`src/design/bfws_pkg.sv`:
```
// Package: types, codes and constants of the bloom filter word set.
package bfws_pkg;

    // Width of the hashed bit index (log2 of the bit store size)
    localparam int HASH_BITS_DEFAULT = 16;
    localparam int COUNT_W           = 32;
    localparam int QUEUE_DEPTH       = 4;

    // Hash seeds and special bytes
    localparam logic [31:0] SEED_A     = 32'd5381;
    localparam logic [31:0] SEED_B     = 32'd0;
    localparam logic [7:0]  BYTE_LF    = 8'h0A;
    localparam logic [7:0]  BYTE_CR    = 8'h0D;

    // Input item kinds
    localparam logic [1:0]  KIND_CLEAR  = 2'd0;
    localparam logic [1:0]  KIND_LOAD   = 2'd1;
    localparam logic [1:0]  KIND_LOOKUP = 2'd2;

    typedef struct packed {
        logic [1:0] kind;
        logic [7:0] byte_value;
        logic       last;
    } in_item_t;

    typedef struct packed {
        logic               found;
        logic               found_valid;
        logic [COUNT_W-1:0] word_count;
    } out_item_t;

    // Operations handed from the front part to the back part
    typedef enum logic [1:0] {
        OP_NOP,
        OP_CLEAR,
        OP_INSERT,
        OP_LOOKUP
    } op_t;

    // Back part sequencer states
    typedef enum logic [2:0] {
        ST_INIT,
        ST_IDLE,
        ST_SET_B,
        ST_LOOK,
        ST_SWEEP
    } back_state_t;

endpackage

```
`src/design/bfws_front.sv`:
```
// Front part: accepts bytes, runs the line and query hashes, issues operations.
module bfws_front #(
    parameter int HASH_BITS = 16
) (
    input  logic                  aclk,
    input  logic                  aresetn,
    input  logic                  s_valid,
    output logic                  s_ready,
    input  bfws_pkg::in_item_t    s_item,
    input  logic                  init_done,
    input  logic                  q_full,
    output logic                  push,
    output bfws_pkg::op_t         push_op,
    output logic [HASH_BITS-1:0]  push_ha,
    output logic [HASH_BITS-1:0]  push_hb
);
    import bfws_pkg::*;

    localparam logic [HASH_BITS-1:0] SeedA = HASH_BITS'(SEED_A);
    localparam logic [HASH_BITS-1:0] SeedB = HASH_BITS'(SEED_B);

    logic [HASH_BITS-1:0] load_a_reg, load_a_next;
    logic [HASH_BITS-1:0] load_b_reg, load_b_next;
    logic [HASH_BITS-1:0] prev_a_reg, prev_a_next;
    logic [HASH_BITS-1:0] prev_b_reg, prev_b_next;
    logic [HASH_BITS-1:0] query_a_reg, query_a_next;
    logic [HASH_BITS-1:0] query_b_reg, query_b_next;
    logic                 cr_reg, cr_next;
    logic                 has_bytes_reg, has_bytes_next;

    logic [HASH_BITS-1:0] byte_ext;
    logic [HASH_BITS-1:0] load_a_step, load_b_step, query_a_step, query_b_step;

    assign s_ready = init_done && !q_full;
    assign push    = s_valid && s_ready;

    // One hash step per byte: h*33 + b and h*31 + b, wrapping at the index width
    assign byte_ext     = HASH_BITS'(s_item.byte_value);
    assign load_a_step  = (load_a_reg << 5) + load_a_reg + byte_ext;
    assign load_b_step  = (load_b_reg << 5) - load_b_reg + byte_ext;
    assign query_a_step = (query_a_reg << 5) + query_a_reg + byte_ext;
    assign query_b_step = (query_b_reg << 5) - query_b_reg + byte_ext;

    // Classify the item and work out the next line and query state
    always_comb begin
        load_a_next    = load_a_reg;
        load_b_next    = load_b_reg;
        prev_a_next    = prev_a_reg;
        prev_b_next    = prev_b_reg;
        cr_next        = cr_reg;
        has_bytes_next = has_bytes_reg;
        query_a_next   = query_a_reg;
        query_b_next   = query_b_reg;
        push_op        = OP_NOP;
        push_ha        = load_a_reg;
        push_hb        = load_b_reg;
        case (s_item.kind)
            KIND_CLEAR: begin
                push_op        = OP_CLEAR;
                load_a_next    = SeedA;
                load_b_next    = SeedB;
                prev_a_next    = SeedA;
                prev_b_next    = SeedB;
                cr_next        = 1'b0;
                has_bytes_next = 1'b0;
            end
            KIND_LOAD: begin
                if (s_item.byte_value == BYTE_LF || s_item.last) begin
                    // end of line: an LF inserts unless empty, last alone inserts nothing; a trailing CR is left out
                    if (s_item.byte_value == BYTE_LF && has_bytes_reg) begin
                        push_op = OP_INSERT;
                        push_ha = cr_reg ? prev_a_reg : load_a_reg;
                        push_hb = cr_reg ? prev_b_reg : load_b_reg;
                    end
                    load_a_next    = SeedA;
                    load_b_next    = SeedB;
                    prev_a_next    = SeedA;
                    prev_b_next    = SeedB;
                    cr_next        = 1'b0;
                    has_bytes_next = 1'b0;
                end else begin
                    prev_a_next    = load_a_reg;
                    prev_b_next    = load_b_reg;
                    load_a_next    = load_a_step;
                    load_b_next    = load_b_step;
                    cr_next        = (s_item.byte_value == BYTE_CR);
                    has_bytes_next = 1'b1;
                end
            end
            KIND_LOOKUP: begin
                if (s_item.last) begin
                    push_op      = OP_LOOKUP;
                    push_ha      = query_a_step;
                    push_hb      = query_b_step;
                    query_a_next = SeedA;
                    query_b_next = SeedB;
                end else begin
                    query_a_next = query_a_step;
                    query_b_next = query_b_step;
                end
            end
            default: begin
            end
        endcase
    end

    // Line and query state, updated per accepted transaction
    always_ff @(posedge aclk) begin
        if (!aresetn) begin
            load_a_reg    <= SeedA;
            load_b_reg    <= SeedB;
            prev_a_reg    <= SeedA;
            prev_b_reg    <= SeedB;
            cr_reg        <= 1'b0;
            has_bytes_reg <= 1'b0;
            query_a_reg   <= SeedA;
            query_b_reg   <= SeedB;
        end else if (push) begin
            load_a_reg    <= load_a_next;
            load_b_reg    <= load_b_next;
            prev_a_reg    <= prev_a_next;
            prev_b_reg    <= prev_b_next;
            cr_reg        <= cr_next;
            has_bytes_reg <= has_bytes_next;
            query_a_reg   <= query_a_next;
            query_b_reg   <= query_b_next;
        end
    end

endmodule

```
`config.mk`:
```
export PLATFORM = sky130hd
export DESIGN_NAME = bfws_front
export DESIGN_NICKNAME = d
export VERILOG_FILES = /design/src/design/bfws_pkg.sv /design/src/design/bfws_front.sv
export SDC_FILE = /design/constraint.sdc
export NUM_CORES = 1
export LEC_CHECK = 0
export BUFFER_PORTS_ARGS = -buffer_cell sky130_fd_sc_hd__buf_2
export CAP_MARGIN = 25
export CORE_AREA = 4 4 135 163
export CTS_CLUSTER_DIAMETER = 100
export DETAILED_ROUTE_END_ITERATION = 6
export DIE_AREA = 0 0 139 167
export REMOVE_ABC_BUFFERS = 1
export SETUP_SLACK_MARGIN = 0.5
export SLEW_MARGIN = 0
export SYNTH_ARGS = -nofsm -noshare
export SYNTH_HDL_FRONTEND = slang
export SYNTH_SLANG_ARGS = --single-unit
```
`constraint.sdc`:
```
create_clock -name aclk -period 3.7 [get_ports aclk]
set_clock_uncertainty 0.15 [all_clocks]
set_input_delay 0.74 -clock aclk [delete_from_list [all_inputs] [get_ports aclk]]
set_output_delay 0.74 -clock aclk [all_outputs]
set_load 0.02 [all_outputs]
```
==> flow_summary.ini <==
[outcome]
outcome = finished with violations
violations = setup timing

[synthesis]
syn_inst = 964
yosysMostFrequentCell = ha_1
synth_common_cells = 108 x ha_1, 98 x dfxtp_1, 74 x nand2_1
synth_cell_type_count = 69
ys_seq_area_share_pct = 24.30
synth_top_area_cell = dfxtp_1
synth.area.top_cells = dfxtp_1 24%, ha_1 17%, a22oi_1 4.7%
synth_top_area_share_pct = 24.30
ys.flop_type = dfxtp_1
avgSynthCellArea_um2 = 8.377
ys_warn_count = 0
synth_area_um2 = 8075
synth-edff-count = 0
async_flop_share_pct = 0
ys_ff_latch = 98

[floorplanning]
ios = 52
die-width_um = 139
fp.coreArea_um2 = 20250
start_util_pct = 39.87
die-area_um2 = 23210
die_h_um = 167
fp-row-count = 57

[clocking]
clk_path_buf_depth = 2
ctsHoldBuffers = 0
cts_buffers = 9
cts_sinks = 98
cts_root_buffer = clkbuf_16
clk_pin_slew_ns = 0.07
h-tree-depth = 3
clock_latency_ns = 0.36
cts_tree = yes

[sta]
fmax_ghz = 0.2516
tightest_slew_ns = 0.9155
max-slew-margin-rel_pct = 38.74
setup_tns_ns = -2.403
timing.final.hold_violations = 0
rsz0062_at_grt = true
setup_ws_ns = -0.2744
finalSetupViolCount = 17
period_share_pct = 107.4
period_needed_ns = 3.974
drv_slew = 0

[grt]
grt-ovfl-total = 0
grt_max_degree = 62
grt_antenna_before_repair = 0
grtUsageTotal_pct = 21.73
grt_pass1_vias = 7736
grt_pass1_wl_um = 41020

[final_layout]
fin_nets = 1263
diodes = 0
drive_above_1_share_pct = 31.38
syn2layout_area_growth_pct = 36.89
stdcell_area_um2 = 11050

[place]
place.gp.congestion = 0.9549
place_ws_ns = -0.6020
dpl_cell_area_um2 = 9344
io_buffers = 51
hpwl_um = 18960

[power]
power_density_nw_per_um2 = 276.9
irDropWorstVdd_uv = 227.4
p_leak_nw = 4.628

[worst_setup_path]
worstPathArrival_ns = 3.08
crit_fanout = 4
rr_startpoint = query_b_reg[7]$_SDFFE_PN0P_
crit_type = in2out
cp_num_buf_inv = 5
critical-path-top-delay-family = adder cells
crit_chain = buf_12 -> inv_2 -> fa_1 -> inv_2 -> ha_4 -> a21oi_4 -> o211ai_1 -> buf_4 -> a2111oi_4 -> xnor2_1 -> nand2_1 -> nand2_1 -> buf_6
endpoint_kind = output pin
r2r_cells = 12
start_kind = input port
slowest_stage = fa_1
cp_slowest_stage_delay_ns = 0.49
r2r_slack_ns = 0.49
worst-endpoint-required_ns = 2.81
reg2reg_to = query_b_reg[15]$_SDFFE_PN0P_

[routing]
wl_per_cell_um = 18.80
dr.pass1.iters = 5
drt_iter0_drc = 489
via_per_inst = 5.632
wirelength_um = 26190
ant_nets = 0
remaining_drc_errors = 0
vias = 7846

[worst_hold_path]
whs_endpoint = query_b_reg[12]$_SDFFE_PN0P_
min_path_cells = 1
min_from = query_b_reg[12]$_SDFFE_PN0P_
hp-class = reg2reg

[run]
cap_violations = 0
==> cell type report <==
class / instances / area (um^2)
repair buffers: 191 / 1649
inverters: 65 / 244.0
well taps: 265 / 331.6
fillers: 1847 / 9200
clock buffers: 9 / 225.2
clock inverters: 7 / 73.82
flip-flops and latches: 98 / 1964
multi-input cells: 758 / 6566
==> what timing repair did <==
action                     4_1_cts  5_1_grt
gates cloned                     1        0
setup endpoints to repair       41       42
pin swaps                       62       64
resized for setup              178       87
buffers inserted                17       16
==> power by group <==
part           switching [W]  leakage [nW]  internal [W]
sequential         0.0000164         0.791       0.00106
combinational       0.000490          3.69      0.000497
clock               0.000462         0.147      0.000530
total               0.000969          4.63       0.00209
==> placed cells by master (no fill, tap or decap), types with 7 or more instances in the layout <==
| cell | n |
|---|---|
| a21o_1 | 23 |
| a21oi_1 | 51 |
| a21oi_2 | 16 |
| a22o_1 | 15 |
| a22oi_1 | 50 |
| buf_2 | 15 |
| buf_4 | 128 |
| buf_6 | 40 |
| clkbuf_16 | 9 |
| dfxtp_1 | 96 |
| fa_1 | 10 |
| ha_1 | 82 |
| ha_4 | 23 |
| inv_1 | 57 |
| inv_2 | 8 |
| mux2i_1 | 7 |
| nand2_1 | 62 |
| nand2_2 | 9 |
| nand3_1 | 8 |
| nand4_1 | 7 |
| nor2_1 | 39 |
| nor2b_1 | 59 |
| nor3_1 | 13 |
| o21a_1 | 8 |
| o21ai_0 | 39 |
| o21ai_1 | 17 |
| o21ai_2 | 10 |
| o22ai_1 | 18 |
| xnor2_1 | 22 |
| xnor2_2 | 8 |
| xor2_1 | 17 |
==> stage by stage <==
stage                     std cells  util, %  hold WS (ns)  power [W]
after floorplan                 921        -        0.2791   0.001528
after global placement         1343    46.13        0.3027   0.001835
after detailed placement       1343    46.13        0.3088   0.001840
after CTS                      1377    51.97        0.3287   0.002970
after global routing           1393    54.58        0.3487   0.003189
final                          1393    54.58        0.3274   0.003061
==> layer usage <==
metal	GRT usage, %	vias to the layer above	wire [um]
met5	0	-	0
met4	8.766	0	946
met3	2.065	64	865
met2	38.30	191	13160
met1	27.21	3761	11220
li1	-	3830	-
==> cells by family (layout without fill, tap and decap cells) <==
kind of cell	Yosys count	count (layout)	synth area share, %
multiplexers	10	10	1.255
flip-flops	98	98	24.29
XOR/XNOR	52	52	5.640
adder cells (fa/ha/maj)	124	124	20.70
AND/OR/NAND/NOR	255	255	16.90
AO/OA/AOI/OAI	317	317	26.08
buffers and inverters	108	272	5.129
==> how the worst max path moves through the flow <==
stage / startpoint / endpoint / slack, ns / cells after the start
detailed placement: s_item[6] / push_ha[13] / -0.60 / 14
floorplan: s_item[10] / load_a_reg[15]$_SDFFE_PN0P_ / -0.36 / 9
CTS: s_item[7] / push_ha[11] / -0.25 / 14
finish: s_item[6] / push_ha[14] / -0.27 / 13
global route: s_item[6] / push_ha[14] / -0.39 / 13
global placement: s_item[6] / push_hb[12] / -0.54 / 11
No activity file was read; power rests on OpenSTA's default activity.
