`src/design/bfws_queue.sv`:
```
// Operation queue: small FIFO between the front and back parts.
module bfws_queue #(
    parameter int WIDTH = 34,
    parameter int DEPTH = 4
) (
    input  logic             aclk,
    input  logic             aresetn,
    input  logic             push,
    input  logic [WIDTH-1:0] push_data,
    output logic             full,
    input  logic             pop,
    output logic             head_valid,
    output logic [WIDTH-1:0] head_data
);
    localparam int PtrW = (DEPTH > 1) ? $clog2(DEPTH) : 1;
    localparam int CntW = $clog2(DEPTH + 1);

    logic [WIDTH-1:0] slot_reg [DEPTH];
    logic [PtrW-1:0]  wr_ptr_reg, wr_ptr_next;
    logic [PtrW-1:0]  rd_ptr_reg, rd_ptr_next;
    logic [CntW-1:0]  fill_reg, fill_next;
    logic             do_push, do_pop;

    assign full       = (fill_reg == CntW'(DEPTH));
    assign head_valid = (fill_reg != '0);
    assign head_data  = slot_reg[rd_ptr_reg];
    assign do_push    = push && !full;
    assign do_pop     = pop && head_valid;

    // Pointer and fill bookkeeping, wrapping at the depth
    always_comb begin
        wr_ptr_next = wr_ptr_reg;
        rd_ptr_next = rd_ptr_reg;
        fill_next   = fill_reg;
        if (do_push) begin
            wr_ptr_next = (wr_ptr_reg == PtrW'(DEPTH - 1)) ? '0 : wr_ptr_reg + 1'b1;
        end
        if (do_pop) begin
            rd_ptr_next = (rd_ptr_reg == PtrW'(DEPTH - 1)) ? '0 : rd_ptr_reg + 1'b1;
        end
        if (do_push && !do_pop) begin
            fill_next = fill_reg + 1'b1;
        end else if (do_pop && !do_push) begin
            fill_next = fill_reg - 1'b1;
        end
    end

    always_ff @(posedge aclk) begin
        if (!aresetn) begin
            wr_ptr_reg <= '0;
            rd_ptr_reg <= '0;
            fill_reg   <= '0;
        end else begin
            wr_ptr_reg <= wr_ptr_next;
            rd_ptr_reg <= rd_ptr_next;
            fill_reg   <= fill_next;
        end
    end

    // Entry storage
    always_ff @(posedge aclk) begin
        if (do_push) begin
            slot_reg[wr_ptr_reg] <= push_data;
        end
    end

endmodule

```
`config.mk`:
```
export PLATFORM = sky130hd
export DESIGN_NAME = bfws_queue
export DESIGN_NICKNAME = d
export VERILOG_FILES = /design/src/design/bfws_queue.sv
export SDC_FILE = /design/constraint.sdc
export NUM_CORES = 1
export LEC_CHECK = 0
export BUFFER_PORTS_ARGS = -buffer_cell sky130_fd_sc_hd__buf_2
export CAP_MARGIN = 0
export CORE_UTILIZATION = 53
export CTS_BUF_LIST = sky130_fd_sc_hd__clkbuf_8
export DETAILED_ROUTE_END_ITERATION = 8
export MAX_ROUTING_LAYER = met4
export PLACE_DENSITY = 0.87
export RECOVER_POWER = 25
export SLEW_MARGIN = 10
export SYNTH_ARGS = -nofsm -noshare
export SYNTH_HDL_FRONTEND = slang
export SYNTH_SLANG_ARGS = --single-unit
export TNS_END_PERCENT = 1
```
`constraint.sdc`:
```
create_clock -name aclk -period 2.25 [get_ports aclk]
set_input_delay 0.3375 -clock aclk [delete_from_list [all_inputs] [get_ports aclk]]
set_output_delay 0.3375 -clock aclk [all_outputs]
set_load 0.01 [all_outputs]
```
==> impl_metrics.csv, run 1 <==
group,metric,value,unit
cells_and_area,layout_cells_sized_above_1,38.21,%
route,route.antenna.remaining_nets,0,
route,post-route-drc-count,0,
logic_synthesis,syn_inst,229,
min_path,hp-class,"primary input to register",
place,gpl.final_weighted_congestion,0.7466,
cells_and_area,largest_register_ff_count,136,
global_routing,initial_antenna_violation_count,0,
global_routing,grt_max_degree,25,
critical_path,cp_data_required_time,2590,ps
clock_tree,post-cts-setup-buffers,0,
clock_tree,clock_tree.htree_level_count,4,
cells_and_area,num-nets-final,368,
cells_and_area,area_overhead_of_the_layout_relative_to_synthesis,17.72,%
power,power_per_cell_area,1115,nW/um^2
sta,max-slew-margin-rel,75.62,%
floorplanning,design.die.area,10670,sq um
route,route.detailed.wl_per_inst,18.40,um
floorplanning,design.core.area,9864,sq um
logic_synthesis,netlist_area,5436,sq um
clock_tree,cts_tree,"done",
floorplanning,effective_utilization_at_floorplan,55.11,%
clock_tree,insertion_delay,420,ps
route,detail_route.vias_per_cell,5.274,
route,route.top_layer_used,"met4",
status,outcome,"finished clean",
sta,fmaxAchievable,469.5,MHz
place,dp.final_hpwl,5.537,mm
logic_synthesis,ys_seq_area_share,78.43,%
place,placed_cells,437,
critical_path,path_cells,"nor3b_2 > nor2b_1 > ha_1 > inv_1 > fa_1 > xor2_1 > or3_1 > a21boi_0",
cells_and_area,layoutNonFillerInstCount,468,
global_routing,grt_pass1_wl,12.94,mm
global_routing,first_global_vias,2635,
critical_path,worst_ep_arrival_time,2470,ps
sta,fin_crit,2130,ps
place,buffer_ports.inserted,73,
floorplanning,core.rowCount,36,
cells_and_area,antennaDiodeCount,0,
cells_and_area,final_common_cell,"sky130_fd_sc_hd__edfxtp_1",
critical_path,setup.worst_path.start_class,"register",
clock_tree,clk_pin_slew_worst_paths,70,ps
clock_tree,cts_num_sinks,145,
logic_synthesis,synth.ff_latch_count,145,
floorplanning,dieHeight,103.3,um
job,maxCapViolations,0,
critical_path,end_kind,"register",
critical_path,criticalPathCategory,"register to register",
critical_path,cpLargestDelayFamily,"adder cells",
clock_tree,clock_tree.root_cell,"sky130_fd_sc_hd__clkbuf_8",
sta,rsz0062_at_grt,"false",
global_routing,grt-ovfl-total,0,
clock_tree,numCtsBuffers,17,
min_path,hold_path_startpoint,"push_data[15]",
power,p_leak,0.002156,uW
logic_synthesis,total_of_warnings_raised_by_yosys,0,
critical_path,worstPathBufferInverterCount,1,
critical_path,critical_path.max_stage_delay,440,ps
cells_and_area,commonest_cells_after_routing_fill_and_taps_aside,"136 x sky130_fd_sc_hd__edfxtp_1, 47 x sky130_fd_sc_hd__buf_2, 30 x sky130_fd_sc_hd__mux4_2",
floorplanning,ios,74,
route,detailroute.wirelength.met2,4.618,mm
logic_synthesis,syn_area_per_cell,23.74,sq um
sta,timing.final.hold_violations,0,
critical_path,critPathSlowestCell,"sky130_fd_sc_hd__dfxtp_1",
critical_path,regToRegStartpoint,"fill_reg[1]",
route,wl,8.613,mm
critical_path,cp-startpoint,"fill_reg[1]",
global_routing,grtUsageTotal,18.01,%
power,vdd_ir_drop_max,0.6682,mV
logic_synthesis,post_synth_num_cell_types,24,
logic_synthesis,synth_nets,274,
critical_path,cp_max_fo,5,
route,drtPass1Iterations,4,
sta,setup-tns-final,0,ps
sta,max_slew_vio_count,0,
route,vias,2468,
cells_and_area,filler_cell_count,648,
sta,finalCritPeriodShare,94.66,%
sta,final-setup-viol-count,0,
sta,worst_slew_pin_tran,365.6,ps
route,met1_length,3.499,mm
route,drt_first_iter_violations,84,
clock_tree,cts-root-to-sink-buffers,2,
route,detailroute.wirelength.met3,425,um
floorplanning,fp.dieW,103.3,um
sta,clock_skew,10.94,ps
-- kinds of logic (layout without fill, tap and decap cells) --
kind of cell	after synthesis	count (layout)	share of synthesized area (%)
AO/OA/AOI/OAI	5	5	0.5524
XOR/XNOR	2	2	0.3223
adder cells (fa/ha/maj)	7	7	1.749
buffers and inverters	13	119	2.025
flip-flops	145	145	78.43
multiplexers	37	37	14.91
AND/OR/NAND/NOR	20	20	2.002
-- final timing paths --
kind / endpoint / slack [ps] / cells past startpoint
max: fill_reg[2] / 120 / 8
min: slot_reg[1][15] / 130 / 1
max reg2reg: fill_reg[2] / 120 / 8
min reg2reg: wr_ptr_reg[1] / 510 / 2
-- timing repair --
| item | in CTS | in global routing |
|---|---|---|
| hold buffers | 0 | 0 |
| gates resized for setup | 0 | 2 |
| hold endpoints to repair | 0 | 0 |
| setup endpoints to repair | 0 | 1 |
-- per-stage QoR --
stage               worst slack [ps]  power (uW)  area, sq um  util (%)  hold WS, ps
detailed placement             67.54        5123         6005     60.87        504.2
finish                         120.2        7137         6400     64.88        132.9
global placement               256.2        5058         6005     60.87        481.0
floorplan                      141.5        4576         5436         -        436.4
global route                  0.3486        7467         6400     64.88        118.2
CTS                            42.10        7237         6426     65.14        100.6
-- synth_stat cells, drive strengths merged --
cell / number / area [sq um]
a21boi: 1 / 7.510
and2: 5 / 31.28
buf: 8 / 91.34
clkbuf: 2 / 7.510
dfxtp: 9 / 180.2
edfxtp: 136 / 4084
fa: 1 / 20.02
ha: 6 / 75.07
inv: 3 / 11.26
mux2i: 3 / 30.03
mux4: 34 / 780.8
nand2: 6 / 22.52
nand3: 2 / 10.01
nor2: 2 / 7.510
nor2b: 2 / 12.51
nor3b: 1 / 12.51
o21ai: 3 / 15.01
o31ai: 1 / 7.510
or3: 2 / 12.51
xnor2: 1 / 8.760
xor2: 1 / 8.760
-- metal layers --
| metal | vias up | track usage [%] |
|---|---|---|
| met3 | 5 | 5.309 |
| met4 | 0 | 7.476 |
| li1 | 1139 | - |
| met1 | 1256 | 20.38 |
| met5 | - | - |
| met2 | 68 | 30.15 |
-- area by class of cell --
class	count	area (sq um)	share of cell area, %
flip-flops and latches	145	4268	66.69
multi-input cells	71	1072	16.75
repair buffers	85	460.4	7.195
clock buffers	17	234.0	3.656
clock inverters	14	187.7	2.933
well taps	133	166.4	2.600
inverters	3	11.26	0.1760
-- power by group --
part	switching, uW	internal, uW	total, uW	leakage [uW]
Combinational	793	816	1610	0.000625
Sequential	126	3290	3410	0.00132
Clock	914	1200	2110	0.000209
Power figures use the tool's default switching activity.
==> run 2: changes to the inputs <==
--- a/config.mk
+++ b/config.mk
@@ -7,6 +7,7 @@
 export LEC_CHECK = 0
 export BUFFER_PORTS_ARGS = -buffer_cell sky130_fd_sc_hd__buf_2
 export CAP_MARGIN = 0
+export CORE_MARGIN = 2
 export CORE_UTILIZATION = 53
 export CTS_BUF_LIST = sky130_fd_sc_hd__clkbuf_8
 export DETAILED_ROUTE_END_ITERATION = 8
==> run 2 against run 1 <==
- clock skew fell by 1.9 ps
- register-to-register slack barely moved
- via count rose by 2.6%
- fmax fell by 0.45%
- critical path type is now register to output port
- flip-flop and latch count did not move
- largest cell class unchanged
- critical endpoint is now head_data[14]
- cell count rose by 0.64%
- highest routed layer unchanged
==> impl_metrics.csv, run 2 (synthesis results as in run 1) <==
group,metric,value,unit
sta,clock_skew,9.046,ps
critical_path,setup.reg_to_reg.worst_slack,120,ps
global_routing,first_global_vias,2612,
sta,worst_slew_pin_tran,433.6,ps
power,sw_frac_of_total,26.73,%
place,dp.final_hpwl,5.824,mm
sta,final_hold_slack,144.5,ps
critical_path,cp_max_fo,24,
floorplanning,core.rowCount,36,
place,buffer_ports.inserted,73,
critical_path,setup.worst_path.start_class,"register",
route,route.detailed.wl_per_inst,19.09,um
critical_path,path_cells,"buf_12 > mux4_1 > buf_2",
power,p_leak,0.002167,uW
clock_tree,clock_tree.htree_level_count,4,
floorplanning,design.core.area,9864,sq um
power,pwr-share-comb,23.1,%
global_routing,global_routing_met2_resource_utilization,28.80,%
cells_and_area,largest_register_ff_count,136,
sta,fmaxAchievable,467.4,MHz
floorplanning,dieHeight,105.3,um
sta,setup-tns-final,0,ps
power,netSwitchingPower,1912,uW
global_routing,met1_usage,21.01,%
global_routing,fraction_of_met3_tracks_used_by_global_routing,5.009,%
cells_and_area,final_common_cell,"sky130_fd_sc_hd__edfxtp_1",
sta,timing.final.hold_violations,0,
critical_path,critical_path.max_stage_delay,620,ps
global_routing,grtUsageTotal,17.48,%
status,outcome,"finished clean",
clock_tree,insertion_delay,420,ps
clock_tree,clk_pin_slew_worst_paths,80,ps
cells_and_area,filler_cell_count,658,
route,route.antenna.remaining_nets,0,
clock_tree,cts_tree,"done",
critical_path,reg2regPathDepth,8,
route,drt_first_iter_violations,76,
clock_tree,cts_num_sinks,145,
power,clk_network_pwr_share,29.1,%
sta,setup_ws,110.5,ps
cells_and_area,final_design_area_no_fill,6446,sq um
global_routing,initial_antenna_violation_count,1,
job,maxCapViolations,0,
sta,finalCritPeriodShare,95.09,%
min_path,hold_end,"slot_reg[3][33]",
cells_and_area,num-nets-final,370,
clock_tree,post-cts-setup-buffers,0,
critical_path,cp_data_required_time,1910,ps
floorplanning,fp.dieW,105.3,um
min_path,hp-class,"primary input to register",
cells_and_area,commonest_cells_after_routing_fill_and_taps_aside,"136 x sky130_fd_sc_hd__edfxtp_1, 48 x sky130_fd_sc_hd__buf_2, 30 x sky130_fd_sc_hd__mux4_2",
global_routing,top_usage_layer,"met2",
route,wl,8.993,mm
critical_path,worst_ep_arrival_time,1800,ps
cells_and_area,layout_cells_sized_above_1,38.58,%
place,placement.cell_area,6057,sq um
clock_tree,clock_tree.root_cell,"sky130_fd_sc_hd__clkbuf_8",
power,cell_internal_pwr,5240,uW
critical_path,end_kind,"output port",
route,vias,2531,
floorplanning,effective_utilization_at_floorplan,55.11,%
power,power_per_cell_area,1110,nW/um^2
floorplanning,design.die.area,11080,sq um
route,drtPass1Iterations,6,
critical_path,criticalPathCategory,"register to output port",
critical_path,regToRegStartpoint,"fill_reg[0]",
min_path,min_path_cells,1,
power,vdd_ir_drop_max,0.7619,mV
floorplanning,ios,74,
sta,rsz0062_at_grt,"false",
global_routing,grt-ovfl-total,0,
route,post-route-drc-count,0,
sta,final-setup-viol-count,0,
critical_path,critPathSlowestCell,"sky130_fd_sc_hd__mux4_1",
place,post-place-ws,84.83,ps
sta,max-slew-margin-rel,71.09,%
global_routing,grt_max_degree,25,
clock_tree,numCtsBuffers,17,
power,sequentialPowerShare,47.7,%
route,detail_route.vias_per_cell,5.374,
sta,fin_crit,2139,ps
cells_and_area,area_overhead_of_the_layout_relative_to_synthesis,18.57,%
global_routing,grt_pass1_wl,13.75,mm
critical_path,worstReg2RegEnd,"fill_reg[2]",
sta,max_slew_vio_count,0,
min_path,hold_path_startpoint,"push_data[33]",
clock_tree,cts-root-to-sink-buffers,2,
place,gpl.final_weighted_congestion,0.6841,
[run 2: worst max-delay path by stage]
stage,from,to,slack [ps],cells past startpoint
after floorplan,fill_reg[0],fill_reg[2],140,7
after global placement,fill_reg[0],fill_reg[2],260,7
after detailed placement,fill_reg[0],fill_reg[2],80,7
after CTS,fill_reg[1],fill_reg[2],60,7
after global routing,register,head_data[26],20,3
final,register,head_data[14],110,3
[run 2: worst max-delay path, delay by kind of cell, from the launching register on]
family | cells | cell delay, ps
flops | 1 | 370
buf+inv | 2 | 390
mux | 1 | 620
[run 2: power by group through the flow]
stage	Sequential [uW]	Combinational [uW]	Clock, uW
3_5_place_dp	3480	1680	0
2_1_floorplan	3420	1160	0
3_3_place_gp	3450	1640	0
5_1_grt	3440	1780	2230
6_report	3410	1650	2080
4_1_cts	3420	1690	2130
[run 2: metal layers]
metal	wire length, um	share of wire, %	vias up
met5	0	0	-
met4	80	0.89	0
met3	422	4.7	10
met2	4795	53	71
met1	3695	41	1302
li1	-	-	1148
[run 2: layout make-up]
type	count	area [sq um]	share of cell area [%]
repair buffers	87	514.2	7.977
diodes	1	2.502	0.03882
clock buffers	17	234.0	3.630
clock inverters	14	178.9	2.776
multi-input cells	71	1072	16.63
well taps	133	166.4	2.582
inverters	3	11.26	0.1747
flip-flops and latches	145	4267	66.19
[run 2: repair_timing]
action | CTS | global route
hold endpoints to repair | 0 | 0
endpoints found under the setup margin | 0 | 1
resized for setup | 0 | 1
hold buffers | 0 | 0
[run 2: through the flow]
step	cells	util, %	power (uW)
after global routing	471	65.35	7451
after detailed placement	439	61.40	5158
after floorplan	229	-	4576
final	471	65.35	7152
after CTS	470	65.59	7234
after global placement	439	61.40	5092
==> run 3: changes to the inputs <==
--- a/config.mk
+++ b/config.mk
@@ -7,6 +7,7 @@
 export LEC_CHECK = 0
 export BUFFER_PORTS_ARGS = -buffer_cell sky130_fd_sc_hd__buf_2
 export CAP_MARGIN = 0
+export CORE_ASPECT_RATIO = 2
 export CORE_MARGIN = 2
 export CORE_UTILIZATION = 53
 export CTS_BUF_LIST = sky130_fd_sc_hd__clkbuf_8
==> run 3 against run 2 <==
- cell count rose by 0.64%
- via count fell by 0.71%
- critical path depth did not move
- count of clock-buffer cells in the layout did not move
- clock skew rose by 1.6 ps
- fmax rose by 0.77%
- wire length rose by 0.29%
- flip-flop and latch count did not move
- non-clock buffer count rose by 1
- largest cell class unchanged
- largest power group unchanged
==> impl_metrics.csv, run 3 (synthesis results as in run 1) <==
group,metric,value,unit
status,outcome,"finished clean",
cells_and_area,area_overhead_of_the_layout_relative_to_synthesis,17.74,%
floorplanning,design.die.area,11130,sq um
critical_path,worst_ep_arrival_time,1790,ps
power,power_per_cell_area,1117,nW/um^2
sta,clock_skew,10.67,ps
power,vdd_ir_drop_max,0.6985,mV
cells_and_area,final_common_cell,"sky130_fd_sc_hd__edfxtp_1",
sta,final-setup-viol-count,0,
critical_path,critPathSlowestCell,"sky130_fd_sc_hd__dfxtp_2",
critical_path,cpLargestDelayFamily,"flip-flops",
sta,setup_ws,127.0,ps
min_path,hold_end,"slot_reg[2][9]",
floorplanning,fp.dieW,75.62,um
global_routing,grt-ovfl-total,0,
clock_tree,numCtsBuffers,17,
cells_and_area,largest_register_ff_count,136,
clock_tree,clock_tree.root_cell,"sky130_fd_sc_hd__clkbuf_8",
global_routing,first_global_vias,2712,
floorplanning,ios,74,
clock_tree,cts_num_sinks,145,
clock_tree,cts-hold-fix-buffers,0,
clock_tree,post-cts-setup-buffers,0,
route,drtPass1Iterations,4,
sta,setup-tns-final,0,ps
critical_path,worstReg2RegEnd,"fill_reg[2]",
cells_and_area,layout_cells_sized_above_1,39.53,%
critical_path,criticalPathCategory,"register to output port",
critical_path,setup.worst_path.start_class,"register",
global_routing,grt_pass1_wl,14.17,mm
sta,final_hold_slack,124.2,ps
route,vias,2513,
floorplanning,design.core.area,10080,sq um
cells_and_area,antennaDiodeCount,0,
min_path,min_path_cells,1,
route,drt_first_iter_violations,221,
critical_path,cp_max_fo,13,
route,route.antenna.remaining_nets,0,
place,gpl.final_weighted_congestion,0.6795,
sta,rsz0062_at_grt,"false",
place,dp.final_hpwl,5.886,mm
global_routing,grtUsageTotal,18.90,%
place,buffer_ports.inserted,73,
cells_and_area,num-nets-final,371,
sta,max-slew-margin-rel,75.60,%
critical_path,setup.reg_to_reg.worst_slack,160,ps
route,wl,9.019,mm
floorplanning,effective_utilization_at_floorplan,53.91,%
sta,fin_crit,2123,ps
floorplanning,dieHeight,147.2,um
place,post-place-ws,126.0,ps
clock_tree,clock_tree.htree_level_count,4,
critical_path,critical_path.max_stage_delay,560,ps
global_routing,initial_antenna_violation_count,0,
cells_and_area,commonest_cells_after_routing_fill_and_taps_aside,"136 x sky130_fd_sc_hd__edfxtp_1, 48 x sky130_fd_sc_hd__buf_2, 30 x sky130_fd_sc_hd__mux4_2",
clock_tree,cts_tree,"done",
clock_tree,cts-root-to-sink-buffers,2,
power,p_leak,0.002169,uW
floorplanning,core.rowCount,52,
route,post-route-drc-count,0,
critical_path,reg2regPathDepth,8,
job,maxCapViolations,0,
sta,worst_slew_pin_tran,366.0,ps
clock_tree,clk_pin_slew_worst_paths,80,ps
sta,finalCritPeriodShare,94.36,%
sta,max_slew_vio_count,0,
sta,fmaxAchievable,471.0,MHz
critical_path,end_kind,"output port",
critical_path,regToRegStartpoint,"fill_reg[2]",
route,detail_route.vias_per_cell,5.302,
global_routing,grt_max_degree,19,
critical_path,cp_data_required_time,1910,ps
critical_path,path_cells,"buf_4 > mux4_2 > buf_2",
clock_tree,insertion_delay,430,ps
critical_path,crit_cells,3,
min_path,hp-class,"primary input to register",
min_path,hold_path_startpoint,"push_data[9]",
sta,timing.final.hold_violations,0,
route,route.detailed.wl_per_inst,19.03,um
critical_path,worstPathBufferInverterCount,2,
## run 3: changes by cell type in the layout (fill, tap and decap cells not counted), sizes merged
cell and delta:
diode -1, inv -5, bufinv +1, clkinv +7
clkinvlp -2, buf +1
## run 3: final cells by class
type,instances,area [sq um]
Inverter,3,11.26
Fill cell,686,3684
Multi-Input combinational cell,71,1075
Clock inverter,15,188.9
Clock buffer,17,234.0
Tap cell,135,168.9
Sequential cell,145,4269
Timing Repair Buffer,88,454.2
## run 3: report_power, final
group	leakage [uW]	switching, uW	internal, uW
combinational	0.000637	809	804
sequential	0.00132	124	3290
clock	0.000211	927	1200
## run 3: how the worst max path moves through the flow
stage	from	endpoint
finish	register	head_data[22]
global route	fill_reg[1]	fill_reg[2]
CTS	register	head_data[14]
detailed placement	fill_reg[0]	fill_reg[2]
global placement	fill_reg[0]	fill_reg[2]
floorplan	fill_reg[0]	fill_reg[2]
## run 3: stage by stage
stage               utilization, %  total power (uW)  std cells  cell area, sq um
floorplan                        -              4576        229              5436
global placement             59.42              5027        442              5992
detailed placement           59.42              5096        442              5992
CTS                          63.61              7222        474              6415
global route                 63.47              7490        474              6401
finish                       63.47              7153        474              6401
## run 3: routing by layer
layer  vias to the layer above  share of wire (%)  track usage [%]
met4                         0                2.7            8.333
li1                       1143                  -                -
met3                        22                5.7            5.967
met1                      1264                 36            21.25
met2                        84                 56            30.30
met5                         -                  0                -
## run 3: worst register-to-register path, stage by stage (launching register included)
cell and delay [ps]:
sky130_fd_sc_hd__dfxtp_1 340, sky130_fd_sc_hd__nor3b_2 180, sky130_fd_sc_hd__nor2b_2 160, sky130_fd_sc_hd__ha_1 220
sky130_fd_sc_hd__inv_1 60, sky130_fd_sc_hd__fa_1 380, sky130_fd_sc_hd__xor2_1 190, sky130_fd_sc_hd__or3_1 310
sky130_fd_sc_hd__a21boi_0 180
## run 3: timing repair
action / 4_1_cts / 5_1_grt
hold endpoints to repair: 0 / 0
endpoints found under the setup margin: 0 / 13
resized for setup: 0 / 6
